$ cat config.mk
export PLATFORM = sky130hd
export DESIGN_NAME = straight_alpha_over_blend
export DESIGN_NICKNAME = d
export VERILOG_FILES = /design/src/rtl/core/oab_pkg.sv /design/src/rtl/core/oab_alpha.sv /design/src/rtl/core/oab_mix.sv /design/src/rtl/core/oab_div.sv /design/src/rtl/core/straight_alpha_over_blend.sv
export SDC_FILE = /design/constraint.sdc
export NUM_CORES = 2
export LEC_CHECK = 0
export BUFFER_PORTS_ARGS = -buffer_cell sky130_fd_sc_hd__buf_4
export CORE_UTILIZATION = 50
export CTS_CLUSTER_SIZE = 28
export DETAILED_ROUTE_END_ITERATION = 10
export GPL_ROUTABILITY_DRIVEN = 0
export PLACE_DENSITY_LB_ADDON = 0.1
export SLEW_MARGIN = 20
export SYNTH_ARGS = -nofsm -noshare
export SYNTH_HDL_FRONTEND = slang
export SYNTH_SLANG_ARGS = --single-unit
$ cat constraint.sdc
create_clock -name i_clk -period 24.5 [get_ports i_clk]
set_clock_uncertainty 0.2 [all_clocks]
set_input_delay 1.225 -clock i_clk [delete_from_list [all_inputs] [get_ports i_clk]]
set_output_delay 1.225 -clock i_clk [all_outputs]
set_load 0.01 [all_outputs]
$ cat src/rtl/core/oab_pkg.sv
// shared types, constants and helper functions for the straight alpha over blend pipeline
// no dependencies; used by every module in rtl/core
`default_nettype none

package oab_pkg;

    localparam int unsigned NumLanes   = 3;
    localparam logic [7:0]  Full       = 8'hFF;
    // reciprocal of 255 scaled by 2**23, rounded down so the estimate never overshoots
    localparam logic [15:0] Recip255   = 16'd32896;
    localparam int unsigned RecipShift = 23;
    localparam int unsigned DivStages  = 4;

    typedef logic [7:0] t_chan;

    // after the product stages
    typedef struct packed {
        logic                  bypass;
        logic [31:0]           dst;
        t_chan                 inv;
        t_chan                 oa;
        logic [2:0][15:0]      sa;
        logic [2:0][15:0]      dda;
    } t_prod;

    // after the mix stages: numerators ready for the divider
    typedef struct packed {
        logic                  bypass;
        logic [31:0]           dst;
        t_chan                 oa;
        logic [2:0][16:0]      num;
    } t_num;

    // after the divider: quotients with overflow flags
    typedef struct packed {
        logic                  bypass;
        logic [31:0]           dst;
        t_chan                 oa;
        logic [2:0]            ovf;
        logic [2:0][7:0]       quo;
    } t_quot;

    // floor(x / 255) for x up to 255 * 255
    function automatic t_chan div255_16(input logic [15:0] x);
        logic [16:0] s;
        s = {1'b0, x} + {9'd0, x[15:8]} + 17'd1;
        return s[15:8];
    endfunction

    // colour channel of a packed pixel: lane 0 red, 1 green, 2 blue
    function automatic t_chan color_lane(input logic [31:0] px, input int unsigned lane);
        return px[31 - 8 * lane -: 8];
    endfunction

endpackage

`default_nettype wire

$ cat src/rtl/core/oab_alpha.sv
// two pipeline stages: coverage-scaled alpha, blended alpha and the per-channel products
// depends on oab_pkg
`default_nettype none

module oab_alpha (
    input  wire logic          i_clk,
    input  wire logic          i_rst_n,
    input  wire logic          i_valid,
    output logic               o_ready,
    input  wire logic [31:0]   i_src_color,
    input  wire logic [7:0]    i_coverage,
    input  wire logic [31:0]   i_dst_pixel,
    output logic               o_valid,
    input  wire logic          i_ready,
    output oab_pkg::t_prod     o_item
);

    logic                r1_vld;
    oab_pkg::t_chan      r1_a;
    logic [31:0]         r1_src;
    logic [31:0]         r1_dst;
    logic                r2_vld;
    oab_pkg::t_prod      r2_item;

    oab_pkg::t_chan      n1_a;
    oab_pkg::t_prod      n2_item;
    logic                en1;
    logic                en2;

    // stage enables, a bubble collapses under a stall
    assign en2     = !r2_vld || i_ready;
    assign en1     = !r1_vld || en2;
    assign o_ready = en1;
    assign o_valid = r2_vld;
    assign o_item  = r2_item;

    // scaled source alpha
    assign n1_a = oab_pkg::div255_16({8'd0, i_src_color[7:0]} * {8'd0, i_coverage});

    // blended alpha and channel products
    always_comb begin : prod_comb
        oab_pkg::t_chan da;
        oab_pkg::t_chan inv;
        da  = r1_dst[7:0];
        inv = oab_pkg::Full - r1_a;
        n2_item.bypass = (r1_a == 8'd0);
        n2_item.dst    = r1_dst;
        n2_item.inv    = inv;
        n2_item.oa     = r1_a + oab_pkg::div255_16({8'd0, da} * {8'd0, inv});
        for (int unsigned l = 0; l < oab_pkg::NumLanes; l++) begin
            n2_item.sa[l]  = {8'd0, oab_pkg::color_lane(r1_src, l)} * {8'd0, r1_a};
            n2_item.dda[l] = {8'd0, oab_pkg::color_lane(r1_dst, l)} * {8'd0, da};
        end
    end

    // stage registers
    always_ff @(posedge i_clk) begin
        if (!i_rst_n) begin
            r1_vld <= 1'b0;
            r2_vld <= 1'b0;
        end else begin
            if (en1) r1_vld <= i_valid;
            if (en2) r2_vld <= r1_vld;
        end
        if (en1) begin
            r1_a   <= n1_a;
            r1_src <= i_src_color;
            r1_dst <= i_dst_pixel;
        end
        if (en2) r2_item <= n2_item;
    end

endmodule

`default_nettype wire

$ cat src/rtl/core/oab_mix.sv
// three pipeline stages: destination term d*dA*inv/255 by reciprocal multiply, then numerators
// depends on oab_pkg
`default_nettype none

module oab_mix (
    input  wire logic          i_clk,
    input  wire logic          i_rst_n,
    input  wire logic          i_valid,
    output logic               o_ready,
    input  wire oab_pkg::t_prod i_item,
    output logic               o_valid,
    input  wire logic          i_ready,
    output oab_pkg::t_num      o_item
);

    localparam int unsigned ProdW = 40;

    logic                r3_vld;
    logic                r3_bypass;
    logic [31:0]         r3_dst;
    oab_pkg::t_chan      r3_oa;
    logic [2:0][15:0]    r3_sa;
    logic [2:0][23:0]    r3_y;
    logic                r4_vld;
    logic                r4_bypass;
    logic [31:0]         r4_dst;
    oab_pkg::t_chan      r4_oa;
    logic [2:0][15:0]    r4_sa;
    logic [2:0][23:0]    r4_y;
    logic [2:0][15:0]    r4_qe;
    logic                r5_vld;
    oab_pkg::t_num       r5_item;

    logic [2:0][23:0]    n3_y;
    logic [2:0][15:0]    n4_qe;
    oab_pkg::t_num       n5_item;
    logic                en3;
    logic                en4;
    logic                en5;

    assign en5     = !r5_vld || i_ready;
    assign en4     = !r4_vld || en5;
    assign en3     = !r3_vld || en4;
    assign o_ready = en3;
    assign o_valid = r5_vld;
    assign o_item  = r5_item;

    // d*dA times inverse alpha
    always_comb begin
        for (int unsigned l = 0; l < oab_pkg::NumLanes; l++) begin
            n3_y[l] = {8'd0, i_item.dda[l]} * {16'd0, i_item.inv};
        end
    end

    // quotient estimate, equal to the floor or one below it
    always_comb begin : est_comb
        logic [ProdW-1:0] p;
        p = '0;
        for (int unsigned l = 0; l < oab_pkg::NumLanes; l++) begin
            p = {16'd0, r3_y[l]} * {24'd0, oab_pkg::Recip255};
            n4_qe[l] = p[oab_pkg::RecipShift +: 16];
        end
    end

    // one correction step, then add the source term
    always_comb begin : fix_comb
        logic [23:0] rem;
        logic [15:0] q;
        rem = '0;
        q   = '0;
        n5_item.bypass = r4_bypass;
        n5_item.dst    = r4_dst;
        n5_item.oa     = r4_oa;
        for (int unsigned l = 0; l < oab_pkg::NumLanes; l++) begin
            rem = r4_y[l] - ({r4_qe[l], 8'd0} - {8'd0, r4_qe[l]});
            q   = (rem >= {16'd0, oab_pkg::Full}) ? r4_qe[l] + 16'd1 : r4_qe[l];
            n5_item.num[l] = {1'b0, r4_sa[l]} + {1'b0, q};
        end
    end

    // stage registers
    always_ff @(posedge i_clk) begin
        if (!i_rst_n) begin
            r3_vld <= 1'b0;
            r4_vld <= 1'b0;
            r5_vld <= 1'b0;
        end else begin
            if (en3) r3_vld <= i_valid;
            if (en4) r4_vld <= r3_vld;
            if (en5) r5_vld <= r4_vld;
        end
        if (en3) begin
            r3_bypass <= i_item.bypass;
            r3_dst    <= i_item.dst;
            r3_oa     <= i_item.oa;
            r3_sa     <= i_item.sa;
            r3_y      <= n3_y;
        end
        if (en4) begin
            r4_bypass <= r3_bypass;
            r4_dst    <= r3_dst;
            r4_oa     <= r3_oa;
            r4_sa     <= r3_sa;
            r4_y      <= r3_y;
            r4_qe     <= n4_qe;
        end
        if (en5) r5_item <= n5_item;
    end

endmodule

`default_nettype wire

$ cat src/rtl/core/oab_div.sv
// pipelined restoring divider, three lanes, two quotient bits per stage
// depends on oab_pkg; flags quotients above 255 instead of computing them
`default_nettype none

module oab_div (
    input  wire logic          i_clk,
    input  wire logic          i_rst_n,
    input  wire logic          i_valid,
    output logic               o_ready,
    input  wire oab_pkg::t_num i_item,
    output logic               o_valid,
    input  wire logic          i_ready,
    output oab_pkg::t_quot     o_item
);

    localparam int unsigned NSt = oab_pkg::DivStages;

    logic [NSt-1:0]      r_vld;
    logic                r_bypass [NSt];
    logic [31:0]         r_dst    [NSt];
    oab_pkg::t_chan      r_oa     [NSt];
    logic [2:0]          r_ovf    [NSt];
    logic [2:0][16:0]    r_rem    [NSt];
    logic [2:0][7:0]     r_quo    [NSt];

    logic [2:0]          n_ovf;
    logic [2:0][16:0]    n_rem    [NSt];
    logic [2:0][7:0]     n_quo    [NSt];
    logic [NSt-1:0]      en;
    logic [2:0][16:0]    s_rem    [NSt];
    logic [2:0][7:0]     s_quo    [NSt];
    oab_pkg::t_chan      s_dv     [NSt];

    // stage enables from the output side back
    always_comb begin
        en[NSt-1] = !r_vld[NSt-1] || i_ready;
        for (int k = NSt - 2; k >= 0; k--) begin
            en[k] = !r_vld[k] || en[k+1];
        end
    end

    assign o_ready = en[0];
    assign o_valid = r_vld[NSt-1];

    always_comb begin
        o_item.bypass = r_bypass[NSt-1];
        o_item.dst    = r_dst[NSt-1];
        o_item.oa     = r_oa[NSt-1];
        o_item.ovf    = r_ovf[NSt-1];
        o_item.quo    = r_quo[NSt-1];
    end

    // quotient above 255 exactly when num >= 256 * oa
    always_comb begin
        for (int unsigned l = 0; l < oab_pkg::NumLanes; l++) begin
            n_ovf[l] = (i_item.num[l][16:8] >= {1'b0, i_item.oa});
        end
    end

    // stage operands: the incoming request for the first stage, the stage before otherwise
    always_comb begin
        s_rem[0] = i_item.num;
        s_quo[0] = '0;
        s_dv[0]  = i_item.oa;
        for (int k = 1; k < NSt; k++) begin
            s_rem[k] = r_rem[k-1];
            s_quo[k] = r_quo[k-1];
            s_dv[k]  = r_oa[k-1];
        end
    end

    // two shift-subtract steps per stage
    always_comb begin : step_comb
        logic [16:0]    rem;
        logic [7:0]     q;
        logic [16:0]    dsh;
        oab_pkg::t_chan dv;
        int             b;
        rem = '0;
        q   = '0;
        dsh = '0;
        dv  = '0;
        b   = 0;
        for (int k = 0; k < NSt; k++) begin
            dv = s_dv[k];
            for (int unsigned l = 0; l < oab_pkg::NumLanes; l++) begin
                rem = s_rem[k][l];
                q   = s_quo[k][l];
                for (int j = 0; j < 2; j++) begin
                    b   = 7 - 2 * k - j;
                    dsh = {9'd0, dv} << b;
                    if (rem >= dsh) begin
                        rem  = rem - dsh;
                        q[b] = 1'b1;
                    end
                end
                n_rem[k][l] = rem;
                n_quo[k][l] = q;
            end
        end
    end

    // stage registers
    always_ff @(posedge i_clk) begin
        if (!i_rst_n) begin
            r_vld <= '0;
        end else begin
            if (en[0]) r_vld[0] <= i_valid;
            for (int k = 1; k < NSt; k++) begin
                if (en[k]) r_vld[k] <= r_vld[k-1];
            end
        end
        if (en[0]) begin
            r_bypass[0] <= i_item.bypass;
            r_dst[0]    <= i_item.dst;
            r_oa[0]     <= i_item.oa;
            r_ovf[0]    <= n_ovf;
        end
        for (int k = 1; k < NSt; k++) begin
            if (en[k]) begin
                r_bypass[k] <= r_bypass[k-1];
                r_dst[k]    <= r_dst[k-1];
                r_oa[k]     <= r_oa[k-1];
                r_ovf[k]    <= r_ovf[k-1];
            end
        end
        for (int k = 0; k < NSt; k++) begin
            if (en[k]) begin
                r_rem[k] <= n_rem[k];
                r_quo[k] <= n_quo[k];
            end
        end
    end

endmodule

`default_nettype wire

$ cat src/rtl/core/straight_alpha_over_blend.sv
// top level of the straight alpha over blend pipeline: chains the stages and holds
// the output register and the alpha lock register; depends on oab_pkg and all oab_ modules
`default_nettype none

//  channel   signals                                   direction
//  request   i_valid/o_ready, src_color coverage dst   in
//  result    o_valid/i_ready, out_pixel written        out
//  config    i_alpha_lock_we, i_alpha_lock             in, write only
//
//  one pixel per cycle sustained while i_ready stays high; 10 register stages, in order
//  2 alpha/product stages, 3 mix stages, 4 divider stages and 1 output stage
//  every stage holds its own valid bit, so a stall loses nothing and bubbles collapse
//  synchronous active low reset clears valid bits and alpha lock

module straight_alpha_over_blend (
    input  wire logic          i_clk,
    input  wire logic          i_rst_n,
    input  wire logic          i_alpha_lock_we,
    input  wire logic          i_alpha_lock,
    input  wire logic          i_valid,
    output logic               o_ready,
    input  wire logic [31:0]   i_src_color,
    input  wire logic [7:0]    i_coverage,
    input  wire logic [31:0]   i_dst_pixel,
    output logic               o_valid,
    input  wire logic          i_ready,
    output logic [31:0]        o_out_pixel,
    output logic               o_written
);

    oab_pkg::t_prod   prod_item;
    oab_pkg::t_num    num_item;
    oab_pkg::t_quot   quo_item;
    logic             prod_vld;
    logic             prod_rdy;
    logic             num_vld;
    logic             num_rdy;
    logic             quo_vld;
    logic             quo_rdy;

    logic             r_alpha_lock;
    logic             r_out_vld;
    logic [31:0]      r_out_pixel;
    logic             r_written;
    logic [31:0]      n_out_pixel;

    oab_alpha u_alpha (
        .i_clk       (i_clk),
        .i_rst_n     (i_rst_n),
        .i_valid     (i_valid),
        .o_ready     (o_ready),
        .i_src_color (i_src_color),
        .i_coverage  (i_coverage),
        .i_dst_pixel (i_dst_pixel),
        .o_valid     (prod_vld),
        .i_ready     (prod_rdy),
        .o_item      (prod_item)
    );

    oab_mix u_mix (
        .i_clk   (i_clk),
        .i_rst_n (i_rst_n),
        .i_valid (prod_vld),
        .o_ready (prod_rdy),
        .i_item  (prod_item),
        .o_valid (num_vld),
        .i_ready (num_rdy),
        .o_item  (num_item)
    );

    oab_div u_div (
        .i_clk   (i_clk),
        .i_rst_n (i_rst_n),
        .i_valid (num_vld),
        .o_ready (num_rdy),
        .i_item  (num_item),
        .o_valid (quo_vld),
        .i_ready (quo_rdy),
        .o_item  (quo_item)
    );

    assign quo_rdy     = !r_out_vld || i_ready;
    assign o_valid     = r_out_vld;
    assign o_out_pixel = r_out_pixel;
    assign o_written   = r_written;

    // saturate channels, pick alpha, pass destination through when nothing is drawn
    always_comb begin
        n_out_pixel[7:0] = r_alpha_lock ? quo_item.dst[7:0] : quo_item.oa;
        for (int unsigned l = 0; l < oab_pkg::NumLanes; l++) begin
            n_out_pixel[31 - 8 * l -: 8] = quo_item.ovf[l] ? oab_pkg::Full : quo_item.quo[l];
        end
        if (quo_item.bypass) begin
            n_out_pixel = quo_item.dst;
        end
    end

    // config register
    always_ff @(posedge i_clk) begin
        if (!i_rst_n) begin
            r_alpha_lock <= 1'b0;
        end else if (i_alpha_lock_we) begin
            r_alpha_lock <= i_alpha_lock;
        end
    end

    // output register
    always_ff @(posedge i_clk) begin
        if (!i_rst_n) begin
            r_out_vld <= 1'b0;
        end else if (quo_rdy) begin
            r_out_vld <= quo_vld;
        end
        if (quo_rdy) begin
            r_out_pixel <= n_out_pixel;
            r_written   <= !quo_item.bypass;
        end
    end

endmodule

`default_nettype wire
# Word level (Yosys, flattened, before mapping)
# Memory sizes are Yosys's and may differ from the RTL's.
# Cells that the tools add are included.
# op_classes
n_shift	0
reduce_logical	22
multipliers	14
magnitude_cmp	30
n_eq_ne	0
n_mux	64
div	0
addsub	42
n_bitwise	0
# op_table
op	n
17-bit two-way mux	24
8-bit by 8-bit multiplier with 16-bit output	8
24-bit by 9-bit multiplier with 32-bit output, second input constant	3
16-bit by 1-bit adder with 16-bit output, second input constant	5
24-bit by 8-bit greater-or-equal comparator with 1-bit output, second input constant	3
16-bit by 8-bit multiplier with 24-bit output	3
24-bit by 16-bit subtractor with 24-bit output	3
24-bit subtractor	3
16-bit by 16-bit adder with 17-bit output	3
17-bit by 10-bit greater-or-equal comparator with 1-bit output	3
17-bit by 11-bit greater-or-equal comparator with 1-bit output	3
17-bit by 12-bit greater-or-equal comparator with 1-bit output	3
17-bit by 13-bit greater-or-equal comparator with 1-bit output	3
17-bit by 14-bit greater-or-equal comparator with 1-bit output	3
17-bit by 15-bit greater-or-equal comparator with 1-bit output	3
17-bit by 8-bit greater-or-equal comparator with 1-bit output	3
17-bit by 9-bit greater-or-equal comparator with 1-bit output	3
17-bit by 10-bit subtractor with 17-bit output	3
17-bit by 11-bit subtractor with 17-bit output	3
17-bit by 12-bit subtractor with 17-bit output	3
17-bit by 13-bit subtractor with 17-bit output	3
17-bit by 14-bit subtractor with 17-bit output	3
17-bit by 15-bit subtractor with 17-bit output	3
17-bit by 8-bit subtractor with 17-bit output	3
12 further kinds	72
# word_totals
memories	6
in_bits	78
elab_cells	231
out_inout_bits	35
rom_bits	0
mem_bits_rw	476
latch_bits	0
register_bits	723
# memory_table
memory	words	word_bits	rd	rd_clocked_by_memory_dff	wr	line_no	rtl
u_div.r_rem	4	51	3	0	4	oab_div.sv:23	logic [2:0][16:0] r_rem [NSt];
u_div.r_dst	4	32	4	0	4	oab_div.sv:20	logic [31:0] r_dst [NSt];
u_div.r_quo	4	24	4	0	4	oab_div.sv:24	logic [2:0][7:0] r_quo [NSt];
u_div.r_oa	4	8	4	0	4	oab_div.sv:21	oab_pkg::t_chan r_oa [NSt];
u_div.r_ovf	4	3	4	0	4	oab_div.sv:22	logic [2:0] r_ovf [NSt];
u_div.r_bypass	4	1	4	0	4	oab_div.sv:19	logic r_bypass [NSt];

# Logic depth before layout (Yosys ltp)
# depth
ltp_word	11
mapped_depth	36

# Cells and area by module
# A second synthesis with hierarchy kept.
# unflattened
hier_cells	7846
area_unflattened_um2	85675.9
# modules_own_cells
mod	area_each_um2	seq_area_each_um2	cells_each	instances
oab_mix	36252.3	13933.4	3260	1
oab_div	24364.6	11761.3	2196	1
oab_alpha	23545.1	6316.1	2260	1
straight_alpha_over_blend	1514.0	1031.0	130	1

# Worst setup path before layout
# Ideal clock, no wire load.
# synth_timing
kind	register -> register
startpoint	register u_alpha.r1_dst[5]
endpoint	register u_alpha.r2_item, in the netlist u_alpha.o_item[103] (data pin)
path_slack_ns	16.770
t_arrival_ns	7.270
path_stages_with_launch	36
path_buffers	1
cell_sequence	edfxtp_1 clkbuf_1 nand2_1 fa_1 fa_1 inv_1 fa_1 inv_1 fa_1 inv_1 ha_1 or2_2 a21oi_1 a21oi_1 a21oi_1 xnor2_1 ha_1 or3_1 o21ai_0 a21oi_1 maj3_1 a21oi_1 o31ai_1 a21oi_1 nor2_1 xor2_1 ha_1 a21o_1 a21oi_1 o21bai_1 a21oi_1 o21bai_1 a21oi_1 xnor2_1 xnor2_1 xnor2_1
# synth_lines
item	line_no	rtl
start, declared	oab_alpha.sv:21	logic [31:0] r1_dst;
start signal, assigned	oab_alpha.sv:68	r1_dst <= i_dst_pixel;
end signal, assigned	oab_alpha.sv:70	if (en2) r2_item <= n2_item;
end, declared	oab_alpha.sv:23	oab_pkg::t_prod r2_item;

==> reports/metrics.yaml <==
synth_nets: 9403
ant_nets: 0
finalSetupTns_ps: 0
seq_area_frac_synth_pct: 39.0
max_freq_ghz: 0.119
whs_ps: 131
cpMostUsedCell: "a21oi_1"
crit_path_max_fanout: 33
yosysUniqueCellTypes: 104
nets: 9522
cts_resized: 0
drive_gt1_share_pct: 5.42
grt_usage_pct: 22.0
regArea_sq_mm: 0.0330
ys_warn_count: 0
ios: 113
hold_violations: 0
avgRoutedWirePerCell_um: 18.4
die_y_um: 414
synth_area_sq_mm: 0.0848
end_kind: "flop"
relSlewSlack_pct: 30.4
async_flop_share_pct: 0
finalWorstPathRequiredPeriod_ps: 8430
drtPass1Iterations: 6
core-area_sq_mm: 0.168
crit_slowest_cell: "fa_1"
antenna_found_initial: 8
dp_hpwl_um: 147000
outcome: "finished clean"
r2r_setup_slack_ps: 16070
worstReg2RegStart: "u_alpha.r1_a[2]$_DFFE_PP_"
arrival_ps: 8710
finalWorstSetupSlack_ps: 16070
finalSetupViolations: 0
via_per_inst: 5.40
finalWirelength_um: 188000
die_w_um: 414
startpoint: "u_alpha.r1_a[2]$_DFFE_PP_"
ys_ff_latch: 1104
initial_core_util_pct: 50.5
hold_start: "u_mix.r3_dst[21]$_DFFE_PP_"
grt_pass1_wl_um: 297000
critPathKind: "flop to flop"
grt_pass1_vias: 55001
hold_class: "flop to flop"
max_stage_delay_ps: 560
clockBufferDepth: 3
maxCapViolations: 0
rows: 150
drc_errors: 0
num_vias: 55164
h-tree-depth: 3
multi_input_area_sq_mm: 0.0471
startpoint_type: "flop"
syn2layout_area_growth_pct: 8.62
io_buffer_count: 112
cts_buffers: 116
grt-ovfl-total: 0
drv_slew: 0
cts_sinks: 1104
avgSynthCellArea_sq_um: 10.9
synthCells: 7784
worst_pin_slew_ps: 1040
rsz0062_at_grt: "false"
synth_flop_cell: "edfxtp_1"
filler_cell_count: 14563
cts_root_buf: "clkbuf_16"
pre_cts_ws_ps: 16080
cts_tree: "done"
dieArea_sq_mm: 0.171
worstSkewPairLatency_ps: 790
clkTransAtPathRegs_ps: 60
cts_setup_buffers: 0
cts_hold_buf: 0
grt_max_degree: 86
drtIter0Drc: 3285
fin_crit_sh_pct: 34.4
synth_edf_count: 1093
required_ps: 24780
-- synth_stat cells (73+ instances only) --
cell / count / area (sq um)
edfxtp_1: 1093 / 32800
inv_1: 1073 / 4030
ha_1: 952 / 11900
nand2_1: 741 / 2780
fa_1: 589 / 11800
and2_1: 451 / 2820
nor2_1: 344 / 1290
a21oi_1: 334 / 1670
xnor2_1: 333 / 2920
o21ai_0: 292 / 1460
clkbuf_1: 142 / 533
nor2b_1: 139 / 870
a21o_1: 122 / 916
xor2_1: 116 / 1020
nor3_1: 99 / 495
nand3_1: 90 / 450
nand4_1: 73 / 457
-- registers in the layout, indices dropped and copies added (netlist names), 4 cells and up --
name / flops
u_div.r_ovf: 12
u_alpha.o_item: 145
u_mix.r4_sa: 48
u_alpha.r1_a: 8
u_mix.r3_oa: 8
u_mix.r4_qe: 48
u_div.r_vld: 4
u_div.r_quo: 60
u_mix.r3_y: 72
u_alpha.r1_src: 24
u_div.r_dst: 128
u_mix.r4_oa: 8
u_div.r_rem: 153
u_alpha.r1_dst: 32
u_mix.r3_dst: 32
u_mix.r4_y: 72
u_mix.o_item: 92
u_div.r_oa: 32
u_mix.r3_sa: 48
o_out_pixel: 32
u_div.r_bypass: 4
u_mix.r4_dst: 32
-- critical path: cells and delay by family, from the launching register on --
family                     cells  cell delay, ps
and+or+nand+nor                4             870
DFF                            1             360
AOI/OAI and AO/OA             14            2120
buffers and inverters          5             570
xor gates and xnor gates       5             780
adders and majority gates      8            3230
-- cell families after synthesis --
group | share of synthesized area, %
AOI/OAI and AO/OA | 8.67
xor gates and xnor gates | 4.72
adders and majority gates | 28.0
buffers and inverters | 5.48
DFF | 39.0
muxes | 1.05
and+or+nand+nor | 13.1
-- metrics by stage --
stage                     cell area (sq um)  utilization, %  instances
after floorplan                       84800               -       7784
after global placement                88200            52.6       9989
after detailed placement              88200            52.6       9989
after CTS                             92100            54.9      10206
after global routing                  92100            54.9      10206
final                                 92100            54.9      10207
-- routing by layer --
| layer | vias to the layer above | routed length, um | GRT usage (%) |
|---|---|---|---|
| met4 | 2 | 3690 | 4.94 |
| met2 | 1116 | 88400 | 36.6 |
| met5 | - | 13 | 0 |
| met3 | 221 | 8650 | 2.94 |
| met1 | 26916 | 87100 | 30.5 |
| li1 | 26909 | - | - |
-- final cells by class --
class | instances | share of cell area [%]
clock inverter | 77 | 0.972
multi-input combinational | 5449 | 51.2
inverter | 1074 | 4.40
clock buffer | 140 | 3.25
tap | 2204 | 3.00
sequential | 1104 | 35.9
timing repair buffer | 158 | 1.29
antenna | 1 | 0.00272
-- worst paths after layout --
| kind | depth (start not counted) | endpoint |
|---|---|---|
| worst min register to register | 0 | u_mix.r4_dst[21]$_DFFE_PP_ |
| worst max register to register | 36 | u_alpha.o_item[103]$_DFFE_PP_ |
| worst max-delay path | 36 | u_alpha.o_item[103]$_DFFE_PP_ |
| worst min-delay path | 0 | u_mix.r4_dst[21]$_DFFE_PP_ |
-- cells in the final DEF, fill, tap and decap left out, types with 14 or more instances in the layout --
cell type	Yosys	routed
edfxtp_1	1093	1093
inv_1	1073	1067
ha_1	952	952
nand2_1	741	738
fa_1	589	589
and2_1	451	451
nor2_1	344	344
a21oi_1	334	334
xnor2_1	333	333
o21ai_0	292	292
buf_4	2	158
nor2b_1	139	139
a21o_1	122	122
xor2_1	116	116
clkbuf_16	0	116
nor3_1	99	99
nand3_1	90	89
nand4_1	73	73
nand2b_1	71	71
o21bai_1	50	50
a21boi_0	49	49
o21a_1	47	47
mux2_2	45	45
and3_1	38	38
mux2i_1	37	37
a211oi_1	36	36
nor4_1	35	35
o31ai_1	27	27
or3_1	26	26
a31oi_1	25	25
clkinv_1	0	25
clkbuf_1	142	24
nor3b_1	21	21
clkinv_2	0	20
or2_2	15	15
o2111ai_1	14	14
a211o_1	14	14
Power is not shown: default switching activity piles up to over one toggle a cycle in this logic, so the estimate is an artifact.
